===== config.mk =====
export PLATFORM = sky130hd
export DESIGN_NAME = axis_alignment_cost_accumulator_core_flat
export DESIGN_NICKNAME = d
export VERILOG_FILES = /design/src/rtl/aaca_pkg.sv /design/src/rtl/aaca_if.sv /design/src/rtl/aaca_div.sv /design/src/rtl/axis_alignment_cost_accumulator_core.sv /design/src/flat_wrapper.sv
export SDC_FILE = /design/constraint.sdc
export NUM_CORES = 2
export LEC_CHECK = 0
export BUFFER_PORTS_ARGS = -buffer_cell sky130_fd_sc_hd__buf_2
export CORE_UTILIZATION = 39
export DETAILED_ROUTE_END_ITERATION = 6
export HOLD_SLACK_MARGIN = 0.15
export PLACE_DENSITY = 0.57
export SYNTH_ARGS = -nofsm -noshare
export SYNTH_HDL_FRONTEND = slang
export SYNTH_HIERARCHICAL = 1
export SYNTH_SLANG_ARGS = --single-unit

===== constraint.sdc =====
create_clock -name i_clk -period 25.4 [get_ports i_clk]
set_input_delay 5.08 -clock i_clk [delete_from_list [all_inputs] [get_ports i_clk]]
set_output_delay 5.08 -clock i_clk [all_outputs]
set_load 0.02 [all_outputs]

===== src/rtl/aaca_pkg.sv =====
// ----------------------------------------------------------------------------
// aaca_pkg: shared definitions for the axis alignment cost accumulator
// Field widths, register indexes, reset values and divider geometry.
// ----------------------------------------------------------------------------
package aaca_pkg;

    // Payload widths
    localparam int VEL_W   = 16;
    localparam int PLEN_W  = 16;
    localparam int COST_W  = 32;

    // Configuration port
    localparam int CFG_ADDR_W = 3;
    localparam int CFG_DATA_W = 16;
    localparam int POWER_W    = 4;
    localparam int WEIGHT_W   = 16;
    localparam int THR_W      = 16;

    localparam logic [CFG_ADDR_W-1:0] REG_ENABLE    = 3'd0;
    localparam logic [CFG_ADDR_W-1:0] REG_HOLONOMIC = 3'd1;
    localparam logic [CFG_ADDR_W-1:0] REG_NORMALIZE = 3'd2;
    localparam logic [CFG_ADDR_W-1:0] REG_POWER     = 3'd3;
    localparam logic [CFG_ADDR_W-1:0] REG_WEIGHT    = 3'd4;
    localparam logic [CFG_ADDR_W-1:0] REG_THRESHOLD = 3'd5;

    localparam logic                RST_ENABLE    = 1'b1;
    localparam logic                RST_HOLONOMIC = 1'b1;
    localparam logic                RST_NORMALIZE = 1'b1;
    localparam logic [POWER_W-1:0]  RST_POWER     = 4'd1;
    localparam logic [WEIGHT_W-1:0] RST_WEIGHT    = 16'd768;   // 3.0 in Q8.8
    localparam logic [THR_W-1:0]    RST_THRESHOLD = 16'd128;   // 0.5 in Q8.8

    // Accumulator
    localparam int SUM_W = 28;

    // Top-level parameter defaults
    localparam int MAX_STEPS_DEF     = 64;
    localparam int VEL_FRAC_BITS_DEF = 10;

    // Shared divider: 32-bit dividend, 16-bit divisor, two quotient bits a cycle
    localparam int DIV_W      = 32;
    localparam int DVS_W      = 16;
    localparam int DIV_STEP   = 2;
    localparam int DIV_CYCLES = DIV_W / DIV_STEP;
    localparam int DIV_CNT_W  = $clog2(DIV_CYCLES);

    typedef struct packed {
        logic busy;
        logic done;    // last iteration cycle; quotient valid after this edge
    } t_div_stat;

endpackage


===== src/rtl/aaca_if.sv =====
// ----------------------------------------------------------------------------
// aaca channel interfaces
// Sample input, cost output and configuration write channels.
// ----------------------------------------------------------------------------
interface aaca_in_if;
    logic                              valid;
    logic                              ready;
    logic signed [aaca_pkg::VEL_W-1:0] vel_x;
    logic signed [aaca_pkg::VEL_W-1:0] vel_y;
    logic [aaca_pkg::PLEN_W-1:0]       path_length;
    logic [aaca_pkg::COST_W-1:0]       prior_cost;
    logic                              last_sample;

    modport source (output valid, vel_x, vel_y, path_length, prior_cost, last_sample,
                    input ready);
    modport sink   (input valid, vel_x, vel_y, path_length, prior_cost, last_sample,
                    output ready);
endinterface

interface aaca_out_if;
    logic                        valid;
    logic                        ready;
    logic [aaca_pkg::COST_W-1:0] total_cost;
    logic                        saturated;

    modport source (output valid, total_cost, saturated, input ready);
    modport sink   (input valid, total_cost, saturated, output ready);
endinterface

interface aaca_cfg_if;
    logic                            valid;
    logic                            ready;
    logic [aaca_pkg::CFG_ADDR_W-1:0] addr;
    logic [aaca_pkg::CFG_DATA_W-1:0] data;

    modport source (output valid, addr, data, input ready);
    modport sink   (input valid, addr, data, output ready);
endinterface


===== src/rtl/aaca_div.sv =====
// ----------------------------------------------------------------------------
// aaca_div: iterative unsigned divider
// Restoring division, two quotient bits per cycle, shared by the per-sample
// ratio and the final mean.
// ----------------------------------------------------------------------------
module aaca_div (
    input  logic                         i_clk,
    input  logic                         i_rst_n,
    input  logic                         i_start,
    input  logic [aaca_pkg::DIV_W-1:0]   i_dividend,
    input  logic [aaca_pkg::DVS_W-1:0]   i_divisor,
    output aaca_pkg::t_div_stat          o_stat,
    output logic [aaca_pkg::DIV_W-1:0]   o_quotient
);

    logic                              r_busy;
    logic [aaca_pkg::DIV_CNT_W-1:0]    r_cnt;
    logic [aaca_pkg::DVS_W-1:0]        r_dvs;
    logic [aaca_pkg::DVS_W-1:0]        r_rem;
    logic [aaca_pkg::DIV_W-1:0]        r_dq;     // dividend shifts out, quotient in
    logic [aaca_pkg::DVS_W-1:0]        n_rem;
    logic [aaca_pkg::DIV_W-1:0]        n_dq;

    always_comb begin
        logic [aaca_pkg::DVS_W:0] v_sh;
        n_rem = r_rem;
        n_dq  = r_dq;
        for (int k = 0; k < aaca_pkg::DIV_STEP; k++) begin
            v_sh = {n_rem, n_dq[aaca_pkg::DIV_W-1]};
            n_dq = {n_dq[aaca_pkg::DIV_W-2:0], 1'b0};
            if (v_sh >= {1'b0, r_dvs}) begin
                n_rem   = aaca_pkg::DVS_W'(v_sh - {1'b0, r_dvs});
                n_dq[0] = 1'b1;
            end else begin
                n_rem = v_sh[aaca_pkg::DVS_W-1:0];
            end
        end
    end

    always_ff @(posedge i_clk) begin
        if (!i_rst_n) begin
            r_busy <= 1'b0;
            r_cnt  <= '0;
        end else if (i_start) begin
            r_busy <= 1'b1;
            r_cnt  <= aaca_pkg::DIV_CNT_W'(aaca_pkg::DIV_CYCLES - 1);
        end else if (r_busy) begin
            r_cnt <= r_cnt - 1'b1;
            if (r_cnt == '0) begin
                r_busy <= 1'b0;
            end
        end
    end

    always_ff @(posedge i_clk) begin
        if (i_start) begin
            r_dvs <= i_divisor;
            r_rem <= '0;
            r_dq  <= i_dividend;
        end else if (r_busy) begin
            r_rem <= n_rem;
            r_dq  <= n_dq;
        end
    end

    assign o_stat.busy = r_busy;
    assign o_stat.done = r_busy && (r_cnt == '0);
    assign o_quotient  = r_dq;

endmodule


===== src/rtl/axis_alignment_cost_accumulator_core.sv =====
// ----------------------------------------------------------------------------
// axis_alignment_cost_accumulator_core
// Scores one trajectory from a stream of velocity samples and adds the
// weighted, optionally powered mean alignment term to the prior cost.
// ----------------------------------------------------------------------------
// Channels: i_in takes one velocity sample per transfer; the transfer with
// last_sample set closes the trajectory and produces one transfer on o_out
// (total_cost, saturated). Other samples produce nothing. i_cfg writes the
// six registers by index and is always ready; write it only while idle.
// Per sample, ratio mode runs the shared two-bit-per-cycle divider before the
//   accumulate step; absolute mode, and every sample once the step cap is
//   reached, goes straight to the accumulate step.
// The last sample then passes the gate check, the mean division, the weight
//   multiply and clip, power-1 multiply-and-clip rounds when the power register
//   is above 1, and the final sum; only the gate check when the cost is gated
//   off. The final step loads the result into the output register.
// One item is in work at a time; i_in.ready is high only when the sequencer
// is idle. The output register lets the next trajectory start while a result
// waits; if a new result is due while it is still held, the sequencer waits.
// Reset (synchronous, active low) clears the sum and count, empties the
// output register and returns the registers to their documented defaults.
// ----------------------------------------------------------------------------
module axis_alignment_cost_accumulator_core #(
    parameter int MAX_STEPS     = aaca_pkg::MAX_STEPS_DEF,
    parameter int VEL_FRAC_BITS = aaca_pkg::VEL_FRAC_BITS_DEF
) (
    input  logic       i_clk,
    input  logic       i_rst_n,
    aaca_in_if.sink    i_in,
    aaca_cfg_if.sink   i_cfg,
    aaca_out_if.source o_out
);

    localparam int CntW       = $clog2(MAX_STEPS + 1);
    localparam int AbsShift   = 16 - VEL_FRAC_BITS;
    localparam int TermW      = (32 - VEL_FRAC_BITS > 17) ? 32 - VEL_FRAC_BITS : 17;
    localparam int FloorRaw   = ((1 << VEL_FRAC_BITS) + 500) / 1000;
    localparam int VelFloor   = (FloorRaw == 0) ? 1 : FloorRaw;
    localparam int ProdW      = 2 * aaca_pkg::COST_W;

    typedef enum logic [9:0] {
        S_IDLE  = 10'b0000000001,
        S_DIV   = 10'b0000000010,
        S_ACC   = 10'b0000000100,
        S_FIN   = 10'b0000001000,
        S_MEAN  = 10'b0000010000,
        S_WMUL  = 10'b0000100000,
        S_WCLIP = 10'b0001000000,
        S_PMUL  = 10'b0010000000,
        S_PCLIP = 10'b0100000000,
        S_SUM   = 10'b1000000000
    } t_state;

    // Configuration
    logic                           r_enable;
    logic                           r_holo;
    logic                           r_norm;
    logic [aaca_pkg::POWER_W-1:0]   r_power;
    logic [aaca_pkg::WEIGHT_W-1:0]  r_weight;
    logic [aaca_pkg::THR_W-1:0]     r_thr;

    // Sequencer and state
    t_state                         r_state, n_state;
    logic [aaca_pkg::SUM_W-1:0]     r_sum;
    logic [CntW-1:0]                r_count;
    logic                           r_last, r_add, r_ratio;
    logic [aaca_pkg::PLEN_W-1:0]    r_plen;
    logic [aaca_pkg::COST_W-1:0]    r_prior;
    logic [TermW-1:0]               r_term;
    logic [ProdW-1:0]               r_prod;
    logic [aaca_pkg::COST_W-1:0]    r_x, r_r;
    logic [aaca_pkg::POWER_W-1:0]   r_pcnt;
    logic                           r_sat;

    // Output register
    logic                           r_out_valid;
    logic [aaca_pkg::COST_W-1:0]    r_out_cost;
    logic                           r_out_sat;

    // Sample front end
    logic [aaca_pkg::VEL_W-1:0]     mag_x, mag_y, lo, hi, hi_fl;
    logic                           in_xfer, cfg_xfer, add_ok;

    // Shared units
    logic                           div_start;
    logic [aaca_pkg::DIV_W-1:0]     div_dividend, div_q;
    logic [aaca_pkg::DVS_W-1:0]     div_divisor;
    aaca_pkg::t_div_stat            div_stat;
    logic [aaca_pkg::COST_W-1:0]    mul_a, mul_b;
    logic [ProdW-1:0]               mul_p;

    // Datapath helpers
    logic [TermW-1:0]               term;
    logic [aaca_pkg::SUM_W:0]       sum_wide;
    logic                           gate, out_free, out_load;
    logic [aaca_pkg::COST_W:0]      total_wide;
    logic [aaca_pkg::COST_W-1:0]    x_clip, r_step_clip;
    logic                           x_ovf, step_ovf;
    logic [aaca_pkg::COST_W-1:0]    out_cost;
    logic                           out_sat;

    assign in_xfer  = i_in.valid && i_in.ready;
    assign cfg_xfer = i_cfg.valid && i_cfg.ready;
    assign i_cfg.ready = 1'b1;
    assign i_in.ready  = (r_state == S_IDLE);

    // ------------------------------------------------------------------------
    // Configuration registers
    // ------------------------------------------------------------------------
    always_ff @(posedge i_clk) begin
        if (!i_rst_n) begin
            r_enable <= aaca_pkg::RST_ENABLE;
            r_holo   <= aaca_pkg::RST_HOLONOMIC;
            r_norm   <= aaca_pkg::RST_NORMALIZE;
            r_power  <= aaca_pkg::RST_POWER;
            r_weight <= aaca_pkg::RST_WEIGHT;
            r_thr    <= aaca_pkg::RST_THRESHOLD;
        end else if (cfg_xfer) begin
            case (i_cfg.addr)
                aaca_pkg::REG_ENABLE:    r_enable <= i_cfg.data[0];
                aaca_pkg::REG_HOLONOMIC: r_holo   <= i_cfg.data[0];
                aaca_pkg::REG_NORMALIZE: r_norm   <= i_cfg.data[0];
                aaca_pkg::REG_POWER:     r_power  <= i_cfg.data[aaca_pkg::POWER_W-1:0];
                aaca_pkg::REG_WEIGHT:    r_weight <= i_cfg.data[aaca_pkg::WEIGHT_W-1:0];
                aaca_pkg::REG_THRESHOLD: r_thr    <= i_cfg.data[aaca_pkg::THR_W-1:0];
                default: ;
            endcase
        end
    end

    // ------------------------------------------------------------------------
    // Sample magnitudes; -32768 maps to 32768 in 16 unsigned bits
    // ------------------------------------------------------------------------
    assign mag_x  = i_in.vel_x[aaca_pkg::VEL_W-1] ? (~i_in.vel_x + 1'b1) : i_in.vel_x;
    assign mag_y  = i_in.vel_y[aaca_pkg::VEL_W-1] ? (~i_in.vel_y + 1'b1) : i_in.vel_y;
    assign lo     = (mag_x < mag_y) ? mag_x : mag_y;
    assign hi     = (mag_x < mag_y) ? mag_y : mag_x;
    assign hi_fl  = (hi < aaca_pkg::VEL_W'(VelFloor)) ? aaca_pkg::VEL_W'(VelFloor) : hi;
    assign add_ok = (r_count < CntW'(MAX_STEPS));

    // ------------------------------------------------------------------------
    // Shared divider: ratio term at sample time, mean at the end
    // ------------------------------------------------------------------------
    assign gate = r_enable && r_holo && (r_plen >= r_thr) && (r_count != '0);

    always_comb begin
        div_start    = 1'b0;
        div_dividend = {lo, 16'd0};
        div_divisor  = hi_fl;
        if (r_state == S_FIN) begin
            div_dividend = aaca_pkg::DIV_W'(r_sum);
            div_divisor  = aaca_pkg::DVS_W'(r_count);
            div_start    = gate;
        end else begin
            div_start    = in_xfer && add_ok && r_norm;
        end
    end

    aaca_div u_div (
        .i_clk      (i_clk),
        .i_rst_n    (i_rst_n),
        .i_start    (div_start),
        .i_dividend (div_dividend),
        .i_divisor  (div_divisor),
        .o_stat     (div_stat),
        .o_quotient (div_q)
    );

    // ------------------------------------------------------------------------
    // Shared multiplier, product registered
    // ------------------------------------------------------------------------
    assign mul_a = (r_state == S_PMUL) ? r_r : div_q;
    assign mul_b = (r_state == S_PMUL) ? r_x : aaca_pkg::COST_W'(r_weight);
    assign mul_p = mul_a * mul_b;

    assign x_ovf       = (r_prod[ProdW-1:aaca_pkg::COST_W+8] != '0);
    assign x_clip      = x_ovf ? '1 : r_prod[aaca_pkg::COST_W+7:8];
    assign step_ovf    = (r_prod[ProdW-1:aaca_pkg::COST_W+16] != '0);
    assign r_step_clip = step_ovf ? '1 : r_prod[aaca_pkg::COST_W+15:16];

    // ------------------------------------------------------------------------
    // Accumulate
    // ------------------------------------------------------------------------
    assign term     = r_ratio ? div_q[TermW-1:0] : r_term;
    assign sum_wide = {1'b0, r_sum} + (aaca_pkg::SUM_W + 1)'(term);

    assign total_wide = {1'b0, r_prior} + {1'b0, r_r};
    assign out_free   = !r_out_valid || o_out.ready;

    always_comb begin
        out_load = 1'b0;
        out_cost = r_prior;
        out_sat  = 1'b0;
        if (r_state == S_FIN && !gate && out_free) begin
            out_load = 1'b1;
        end else if (r_state == S_SUM && out_free) begin
            out_load = 1'b1;
            out_cost = total_wide[aaca_pkg::COST_W] ? '1 : total_wide[aaca_pkg::COST_W-1:0];
            out_sat  = r_sat || total_wide[aaca_pkg::COST_W];
        end
    end

    // ------------------------------------------------------------------------
    // Sequencer
    // ------------------------------------------------------------------------
    always_comb begin
        n_state = r_state;
        unique case (r_state)
            S_IDLE: begin
                if (in_xfer) begin
                    n_state = (add_ok && r_norm) ? S_DIV : S_ACC;
                end
            end
            S_DIV: begin
                if (div_stat.done) begin
                    n_state = S_ACC;
                end
            end
            S_ACC:   n_state = r_last ? S_FIN : S_IDLE;
            S_FIN: begin
                if (gate) begin
                    n_state = S_MEAN;
                end else if (out_free) begin
                    n_state = S_IDLE;
                end
            end
            S_MEAN: begin
                if (div_stat.done) begin
                    n_state = S_WMUL;
                end
            end
            S_WMUL:  n_state = S_WCLIP;
            S_WCLIP: n_state = (r_power > aaca_pkg::POWER_W'(1)) ? S_PMUL : S_SUM;
            S_PMUL:  n_state = S_PCLIP;
            S_PCLIP: n_state = (r_pcnt == aaca_pkg::POWER_W'(1)) ? S_SUM : S_PMUL;
            S_SUM: begin
                if (out_free) begin
                    n_state = S_IDLE;
                end
            end
            default: n_state = S_IDLE;
        endcase
    end

    always_ff @(posedge i_clk) begin
        if (!i_rst_n) begin
            r_state     <= S_IDLE;
            r_sum       <= '0;
            r_count     <= '0;
            r_out_valid <= 1'b0;
        end else begin
            r_state <= n_state;
            if (r_state == S_ACC && r_add) begin
                r_sum   <= sum_wide[aaca_pkg::SUM_W] ? '1 : sum_wide[aaca_pkg::SUM_W-1:0];
                r_count <= r_count + 1'b1;
            end else if (out_load) begin
                r_sum   <= '0;
                r_count <= '0;
            end
            if (out_load) begin
                r_out_valid <= 1'b1;
            end else if (o_out.ready) begin
                r_out_valid <= 1'b0;
            end
        end
    end

    // Payload registers
    always_ff @(posedge i_clk) begin
        if (in_xfer) begin
            r_last  <= i_in.last_sample;
            r_plen  <= i_in.path_length;
            r_prior <= i_in.prior_cost;
            r_add   <= add_ok;
            r_ratio <= r_norm;
            r_term  <= TermW'(lo) << AbsShift;
        end
        if (r_state == S_WMUL || r_state == S_PMUL) begin
            r_prod <= mul_p;
        end
        if (r_state == S_FIN) begin
            r_sat <= 1'b0;
        end else if (r_state == S_WCLIP) begin
            r_x    <= x_clip;
            r_r    <= x_clip;
            r_sat  <= x_ovf;
            r_pcnt <= r_power - 1'b1;
        end else if (r_state == S_PCLIP) begin
            r_r    <= r_step_clip;
            r_sat  <= r_sat || step_ovf;
            r_pcnt <= r_pcnt - 1'b1;
        end
        if (out_load) begin
            r_out_cost <= out_cost;
            r_out_sat  <= out_sat;
        end
    end

    assign o_out.valid      = r_out_valid;
    assign o_out.total_cost = r_out_cost;
    assign o_out.saturated  = r_out_sat;

    // ------------------------------------------------------------------------
    // Assertions
    // ------------------------------------------------------------------------
    a_count_bound: assert property (@(posedge i_clk) disable iff (!i_rst_n)
        r_count <= CntW'(MAX_STEPS))
        else $error("sample count above limit");

    a_div_no_restart: assert property (@(posedge i_clk) disable iff (!i_rst_n)
        div_start |-> !div_stat.busy)
        else $error("divider started while busy");

    a_clear_after_result: assert property (@(posedge i_clk) disable iff (!i_rst_n)
        out_load |=> (r_sum == '0 && r_count == '0 && r_out_valid))
        else $error("state not cleared after result");

    a_ratio_range: assert property (@(posedge i_clk) disable iff (!i_rst_n)
        (r_state == S_ACC && r_ratio && r_add) |-> (div_q <= aaca_pkg::DIV_W'(65536)))
        else $error("ratio term above one");

endmodule


===== src/flat_wrapper.sv =====
// flat-port wrapper written by rule: the top's interface ports become plain ports
module axis_alignment_cost_accumulator_core_flat 
#(
    parameter int MAX_STEPS     = aaca_pkg::MAX_STEPS_DEF,
    parameter int VEL_FRAC_BITS = aaca_pkg::VEL_FRAC_BITS_DEF
)
  (i_clk, i_rst_n, i_in_valid, i_in_vel_x, i_in_vel_y, i_in_path_length, i_in_prior_cost, i_in_last_sample, i_in_ready, i_cfg_valid, i_cfg_addr, i_cfg_data, i_cfg_ready, o_out_valid, o_out_total_cost, o_out_saturated, o_out_ready);
  aaca_in_if i_in_i ();
  aaca_cfg_if i_cfg_i ();
  aaca_out_if o_out_i ();
  input  logic i_clk;
  input  logic i_rst_n;
  input wire logic [$bits(i_in_i.valid)-1:0] i_in_valid;
  input wire logic [$bits(i_in_i.vel_x)-1:0] i_in_vel_x;
  input wire logic [$bits(i_in_i.vel_y)-1:0] i_in_vel_y;
  input wire logic [$bits(i_in_i.path_length)-1:0] i_in_path_length;
  input wire logic [$bits(i_in_i.prior_cost)-1:0] i_in_prior_cost;
  input wire logic [$bits(i_in_i.last_sample)-1:0] i_in_last_sample;
  output wire logic [$bits(i_in_i.ready)-1:0] i_in_ready;
  input wire logic [$bits(i_cfg_i.valid)-1:0] i_cfg_valid;
  input wire logic [$bits(i_cfg_i.addr)-1:0] i_cfg_addr;
  input wire logic [$bits(i_cfg_i.data)-1:0] i_cfg_data;
  output wire logic [$bits(i_cfg_i.ready)-1:0] i_cfg_ready;
  output wire logic [$bits(o_out_i.valid)-1:0] o_out_valid;
  output wire logic [$bits(o_out_i.total_cost)-1:0] o_out_total_cost;
  output wire logic [$bits(o_out_i.saturated)-1:0] o_out_saturated;
  input wire logic [$bits(o_out_i.ready)-1:0] o_out_ready;
  assign i_in_i.valid = i_in_valid;
  assign i_in_i.vel_x = i_in_vel_x;
  assign i_in_i.vel_y = i_in_vel_y;
  assign i_in_i.path_length = i_in_path_length;
  assign i_in_i.prior_cost = i_in_prior_cost;
  assign i_in_i.last_sample = i_in_last_sample;
  assign i_in_ready = i_in_i.ready;
  assign i_cfg_i.valid = i_cfg_valid;
  assign i_cfg_i.addr = i_cfg_addr;
  assign i_cfg_i.data = i_cfg_data;
  assign i_cfg_ready = i_cfg_i.ready;
  assign o_out_valid = o_out_i.valid;
  assign o_out_total_cost = o_out_i.total_cost;
  assign o_out_saturated = o_out_i.saturated;
  assign o_out_i.ready = o_out_ready;
  axis_alignment_cost_accumulator_core #(.MAX_STEPS(MAX_STEPS), .VEL_FRAC_BITS(VEL_FRAC_BITS)) u_core (.i_clk(i_clk), .i_rst_n(i_rst_n), .i_in(i_in_i), .i_cfg(i_cfg_i), .o_out(o_out_i));
endmodule

# == Yosys cells after proc, flatten, opt, wreduce, memory -nomap -nowiden ==
# Index checks and enable logic that the tools add are counted.
# word_totals
regBits,387
output_inout_bits,36
# op_classes
addsub,10
n_mul,1
n_lt_le_gt_ge,7
eq_ne,19
muxes,52
bitwise,4
n_reduce_logical,38
# op_table
cell,n
2-to-1 mux 32 bit,12
case mux 10 bit (10 select lines),1
2-to-1 mux 16 bit,6
2-to-1 mux 28 bit,3
2-to-1 mux 10 bit,7
multiplier 32 x 32 -> 64 bit,1
greater-or-equal comparator 17 x 16 -> 1 bit,2
adder 32 x 32 -> 33 bit,1
adder 16 x 1 -> 16 bit (second input constant),2
inverter 16 bit,2
subtractor 16 bit,2
adder 28 x 22 -> 29 bit,1
2-to-1 mux 7 bit,4
nonzero test 24 bit,1
2-to-1 mux 22 bit,1
2-to-1 mux 4 bit,5
greater-or-equal comparator 16 bit,1
< comparator 16 x 1 -> 1 bit (second input constant),1
< comparator 16 bit,1
AND reduction 2 bit,8
nonzero test 16 bit,1
logical AND 1 bit,12
2-to-1 mux 1 bit,12
subtractor 4 x 1 -> 4 bit (second input constant),3
29 further kinds,41

# == Longest topological paths before layout ==
# depth
ltp_word,9
mapped_depth,36
mapped_depth_nobuf,31

# == Hierarchy ==
# The synthesis kept the hierarchy.
# by_module_without_submodules
module,instances,cells_per_inst,area_per_inst_um2
axis_alignment_cost_accumulator_core,1,5368,49581.3
aaca_div,1,466,4667.0

# == Least setup slack after synthesis ==
# No wires, ideal clock.
# synth_timing
path_kind,reg-to-reg
from,reg u_core.r_state[1]
to,"reg u_core.r_prod[63], data pin"
setup_ps,263
arrival_time_ps,9180
slack_ps,15957
path_stages_with_launch,32
path_buffers,5
path_cell_list,dfxtp_1 > buf_6 > or4_4 > or3_1 > clkbuf_1 > buf_1 > mux2i_1 > clkbuf_1 > nor2_1 > fa_1 > fa_1 > fa_1 > inv_1 > fa_1 > inv_1 > fa_1 > inv_1 > fa_1 > inv_1 > fa_1 > fa_1 > ha_1 > clkbuf_1 > and4_1 > a211o_1 > a221o_1 > o31ai_2 > a211oi_2 > o31ai_4 > o22ai_2 > o41ai_2 > xnor2_1
# synth_between
elab_chain_cells,3
# synth_lines
item,line,rtl
"start, declared",axis_alignment_cost_accumulator_core.sv:63,"t_state r_state, n_state;"
"start signal, assigned",axis_alignment_cost_accumulator_core.sv:252,r_state <= n_state;
== test 10 x 8 -> 1 bit (*),"axis_alignment_cost_accumulator_core.sv:172, axis_alignment_cost_accumulator_core.sv:173",
2-to-1 mux 32 bit (on tied branches),"axis_alignment_cost_accumulator_core.sv:172, axis_alignment_cost_accumulator_core.sv:173",
multiplier 32 x 32 -> 64 bit (*),axis_alignment_cost_accumulator_core.sv:174,assign mul_p = mul_a * mul_b;
via u_core.mul_p[63],axis_alignment_cost_accumulator_core.sv:90,logic [ProdW-1:0] mul_p;
"end signal, assigned",axis_alignment_cost_accumulator_core.sv:279,r_prod <= mul_p;
"end, declared",axis_alignment_cost_accumulator_core.sv:70,logic [ProdW-1:0] r_prod;
# The timed path passes the listed nets; every way through them passes the cells marked *.
# A chain may end at the register's enable or synchronous reset.

# == Worst setup path in the final report ==
# layout_timing
from,reg u_core.r_state[0]
to,"reg u_core.r_prod[58], data pin"
# The elaborated chain is that of the path after synthesis.

==> summary by stage <==
CTS
TritonCTS built the clock tree. TritonCTS created 47 clock buffers. The number of buffers inserted by post-CTS setup repair is 0. Clock-pin slew was measured on the worst setup and hold paths at 0.06 ns. No sink is reached through more buffers than the 3 on the longest clock path. CTS built an H-tree with a depth of 2. The buffer type at the clock tree root is sky130_fd_sc_hd__clkbuf_16. The number of buffers inserted for hold repair after clock tree synthesis is 0. The tree built by TritonCTS fans out to 379 sinks. The clock reaches the later pin of the worst-skew pair after 0.65 ns. The post-cts sizing count is 0.

Floorplan
From bottom edge to top edge, the die measures 375 um. Row generation in the floorplan step produced 136 rows. The number of top-level pins is 141. The total core area is 138,000 um2. For this configuration, the core starts out at a cell density of 39.4%. The die outline area is 141,000 um2. The chip width is 375 um.

STA
The count of final setup violators is 0. The share of the cycle needed by the critical path after routing is 44.5%. The peak clock frequency supported by timing is 88.4 MHz. Between clock sinks in the finished design, the worst skew comes to 0.0431 ns. The final count of hold timing violations was 0. At the pin with the least slew margin, the transition time is 1.34 ns.

The max-slew violation count is 0. For the final routed database, the setup TNS stands at 0 ns. The clock period could shrink to 11.31 ns. The relative slew slack is 10.9%. Setup repair after global routing left no endpoint under its margin.

Route
The starting DRC count in detailed routing is 3,803. The remaining antenna violation count after routing is 0. The first detailed-routing pass took 7 iterations. The routed length per placed instance is 23.9 um. The total vias in the final route is 42,700. The remaining routing DRC violations is 4. The average via count per standard cell is 5.56. Summed over all layers, the routed wires come to 184 mm.

Critical path
The critical path class is reg2reg. Along the worst path, the maximum fanout reaches 86. The worst register-to-register path has a setup slack of 14.09 ns. The launching instance or port of the critical path is u_core/r_state[0]$_SDFFE_PN1P_.

The worst setup path is launched from a flip-flop. The largest single stage delay on the critical path is 0.74 ns. The number of cell instances on the worst register-to-register path is 29. The terminus of the critical flop-to-flop path is u_core/r_prod[58]$_DFFE_PP_. The data arrival time of the critical path is 11.65 ns. The worst setup path is captured at a flip-flop.

In this run the critical register-to-register path is launched from u_core/r_state[0]$_SDFFE_PN1P_. Data on the critical path is required at its endpoint by 25.74 ns. By instance count, the cell type seen most on the critical path is sky130_fd_sc_hd__fa_1. The slowest cell on the critical path is sky130_fd_sc_hd__buf_4.

Hold path
The worst hold path terminates at u_core/r_thr[11]$_SDFFE_PN0P_. The path class of the tightest hold or removal check is reg2reg. The launch point of the worst hold path is u_core/r_thr[11]$_SDFFE_PN0P_. The worst hold path passes through 2 cells.

Layout
The number of nets in the final layout is 7,241. The count of cells in the finished layout, fillers not included, comes to 7,686. At the end of the flow the core is filled with cells to 42.7%.

The area overhead of the layout relative to synthesis is 8.43%. The post-route netlist has 8.00% of its cells at a drive strength greater than 1.

Global route
The global-route wire length before repair is 275 mm. The pin count of the biggest net entering global routing is 106. The number of antenna violations at the first check in global routing is 8.

The total global routing track utilization is 26.0%. The via count of the first global-routing pass is 43,500. The global-route congestion overflow total is 0.

Yosys
The average instance in the mapped netlist occupies 9.30 um2. The cell count after synthesis is 5,833. When the netlist entered floorplanning its net count stood at 7,223. The total standard cell area after synthesis is 54,200 um2. Yosys printed 6 warnings.

Pwr
VDD sags by at most 0.0000985 V. Summed over all cells, the static leakage comes to 28.0 nW. The power density over cell area is 89.6 nW/um2.

Run
Max-cap violations in this run came to 0.

Outcome
The run finished, with violations left. The checks that failed: design-rule violations.

Place
The detailed placement HPWL is 141 mm. The placer's final routability congestion estimate is 0.960. The number of port buffers is 139. After detailed placement, the design holds a cell count of 7,596.
-- power by group --
part / leakage [nW] / switching, mW / total, mW / internal (mW)
clock network: 0.815 / 0.295 / 0.739 / 0.444
logic: 23.9 / 2.26 / 3.60 / 1.34
registers: 3.19 / 0.0790 / 0.935 / 0.856
total: 28.0 / 2.63 / 5.27 / 2.64
-- metal layers --
metal | global-route usage, % | vias to the layer above | part of all wire [%]
met5 | 0 | - | 0.0082
met4 | 9.83 | 2 | 4.1
met3 | 3.90 | 358 | 8.2
met2 | 41.4 | 1826 | 46
met1 | 35.7 | 21700 | 42
li1 | - | 18800 | -
-- layout make-up --
class | instances | area [um2]
Inverter | 955 | 3590
Clock buffer | 55 | 1250
Timing Repair Buffer | 262 | 1620
Sequential cell | 379 | 10300
Clock inverter | 31 | 428
Fill cell | 13500 | 78800
Antenna cell | 4 | 10.0
Multi-Input combinational cell | 4206 | 39400
Tap cell | 1794 | 2240
-- placed cells by master, fill, tap and decap left out, types with 14 or more instances in the layout --
cell type,count
sky130_fd_sc_hd__and3_1,306
sky130_fd_sc_hd__xnor2_1,90
sky130_fd_sc_hd__clkbuf_16,48
sky130_fd_sc_hd__a22oi_1,19
sky130_fd_sc_hd__a211oi_1,30
sky130_fd_sc_hd__nand3_1,70
sky130_fd_sc_hd__a311oi_1,18
sky130_fd_sc_hd__edfxtp_1,272
sky130_fd_sc_hd__nor4_1,14
sky130_fd_sc_hd__ha_1,386
sky130_fd_sc_hd__o21a_1,25
sky130_fd_sc_hd__a21oi_1,207
sky130_fd_sc_hd__nor3_1,45
sky130_fd_sc_hd__fa_1,899
sky130_fd_sc_hd__xor2_1,67
sky130_fd_sc_hd__or2_2,23
sky130_fd_sc_hd__mux2i_1,45
sky130_fd_sc_hd__a31oi_1,20
sky130_fd_sc_hd__o21ai_0,115
sky130_fd_sc_hd__nand4_1,29
sky130_fd_sc_hd__buf_2,139
sky130_fd_sc_hd__a21boi_0,24
sky130_fd_sc_hd__nor2b_1,30
sky130_fd_sc_hd__dfxtp_1,107
sky130_fd_sc_hd__o22a_1,27
sky130_fd_sc_hd__nand2_1,708
sky130_fd_sc_hd__inv_1,954
sky130_fd_sc_hd__and2_1,53
sky130_fd_sc_hd__mux2_2,52
sky130_fd_sc_hd__o31ai_1,19
sky130_fd_sc_hd__buf_4,123
sky130_fd_sc_hd__nor2_1,520
sky130_fd_sc_hd__nand2b_1,76
sky130_fd_sc_hd__a21o_1,77
-- critical path, delay by kind of cell (launching register included) --
| family | cells | cell delay [ns] |
|---|---|---|
| fa+ha+maj | 9 | 4.39 |
| compound gates | 11 | 2.69 |
| simple gates | 5 | 1.83 |
| buf+inv | 4 | 1.48 |
| flops | 1 | 0.37 |
-- flip-flops by register name, indices dropped and copies added (netlist names), 28 cells and up --
name / count
u_core/r_prod: 56
u_core/r_sum: 28
u_core/r_prior: 32
u_core/o_out.total_cost: 32
u_core/r_r: 32
u_core/u_div/o_quotient: 32
u_core/r_x: 32
-- how the worst max path moves through the flow --
stage | end | cells past startpoint | slack (ns)
floorplan | u_core/r_prod[63]$_DFFE_PP_ | 31 | 15.96
global placement | u_core/r_prod[58]$_DFFE_PP_ | 27 | 14.49
detailed placement | u_core/r_prod[58]$_DFFE_PP_ | 27 | 14.31
CTS | u_core/r_prod[58]$_DFFE_PP_ | 27 | 14.21
global route | u_core/r_prod[58]$_DFFE_PP_ | 28 | 13.59
finish | u_core/r_prod[58]$_DFFE_PP_ | 29 | 14.09
-- through the flow --
| stage | power (mW) | instance area, um2 | setup slack, ns | hold slack [ns] |
|---|---|---|---|---|
| 2_1_floorplan | 3.41 | 54200 | 15.96 | 0.430 |
| 3_3_place_gp | 4.46 | 57100 | 14.49 | 0.444 |
| 3_5_place_dp | 4.48 | 57100 | 14.31 | 0.448 |
| 4_1_cts | 5.26 | 58800 | 14.21 | 0.456 |
| 5_1_grt | 5.67 | 58800 | 13.59 | 0.469 |
| 6_report | 5.27 | 58800 | 14.09 | 0.454 |
Power figures use the tool's default switching activity.
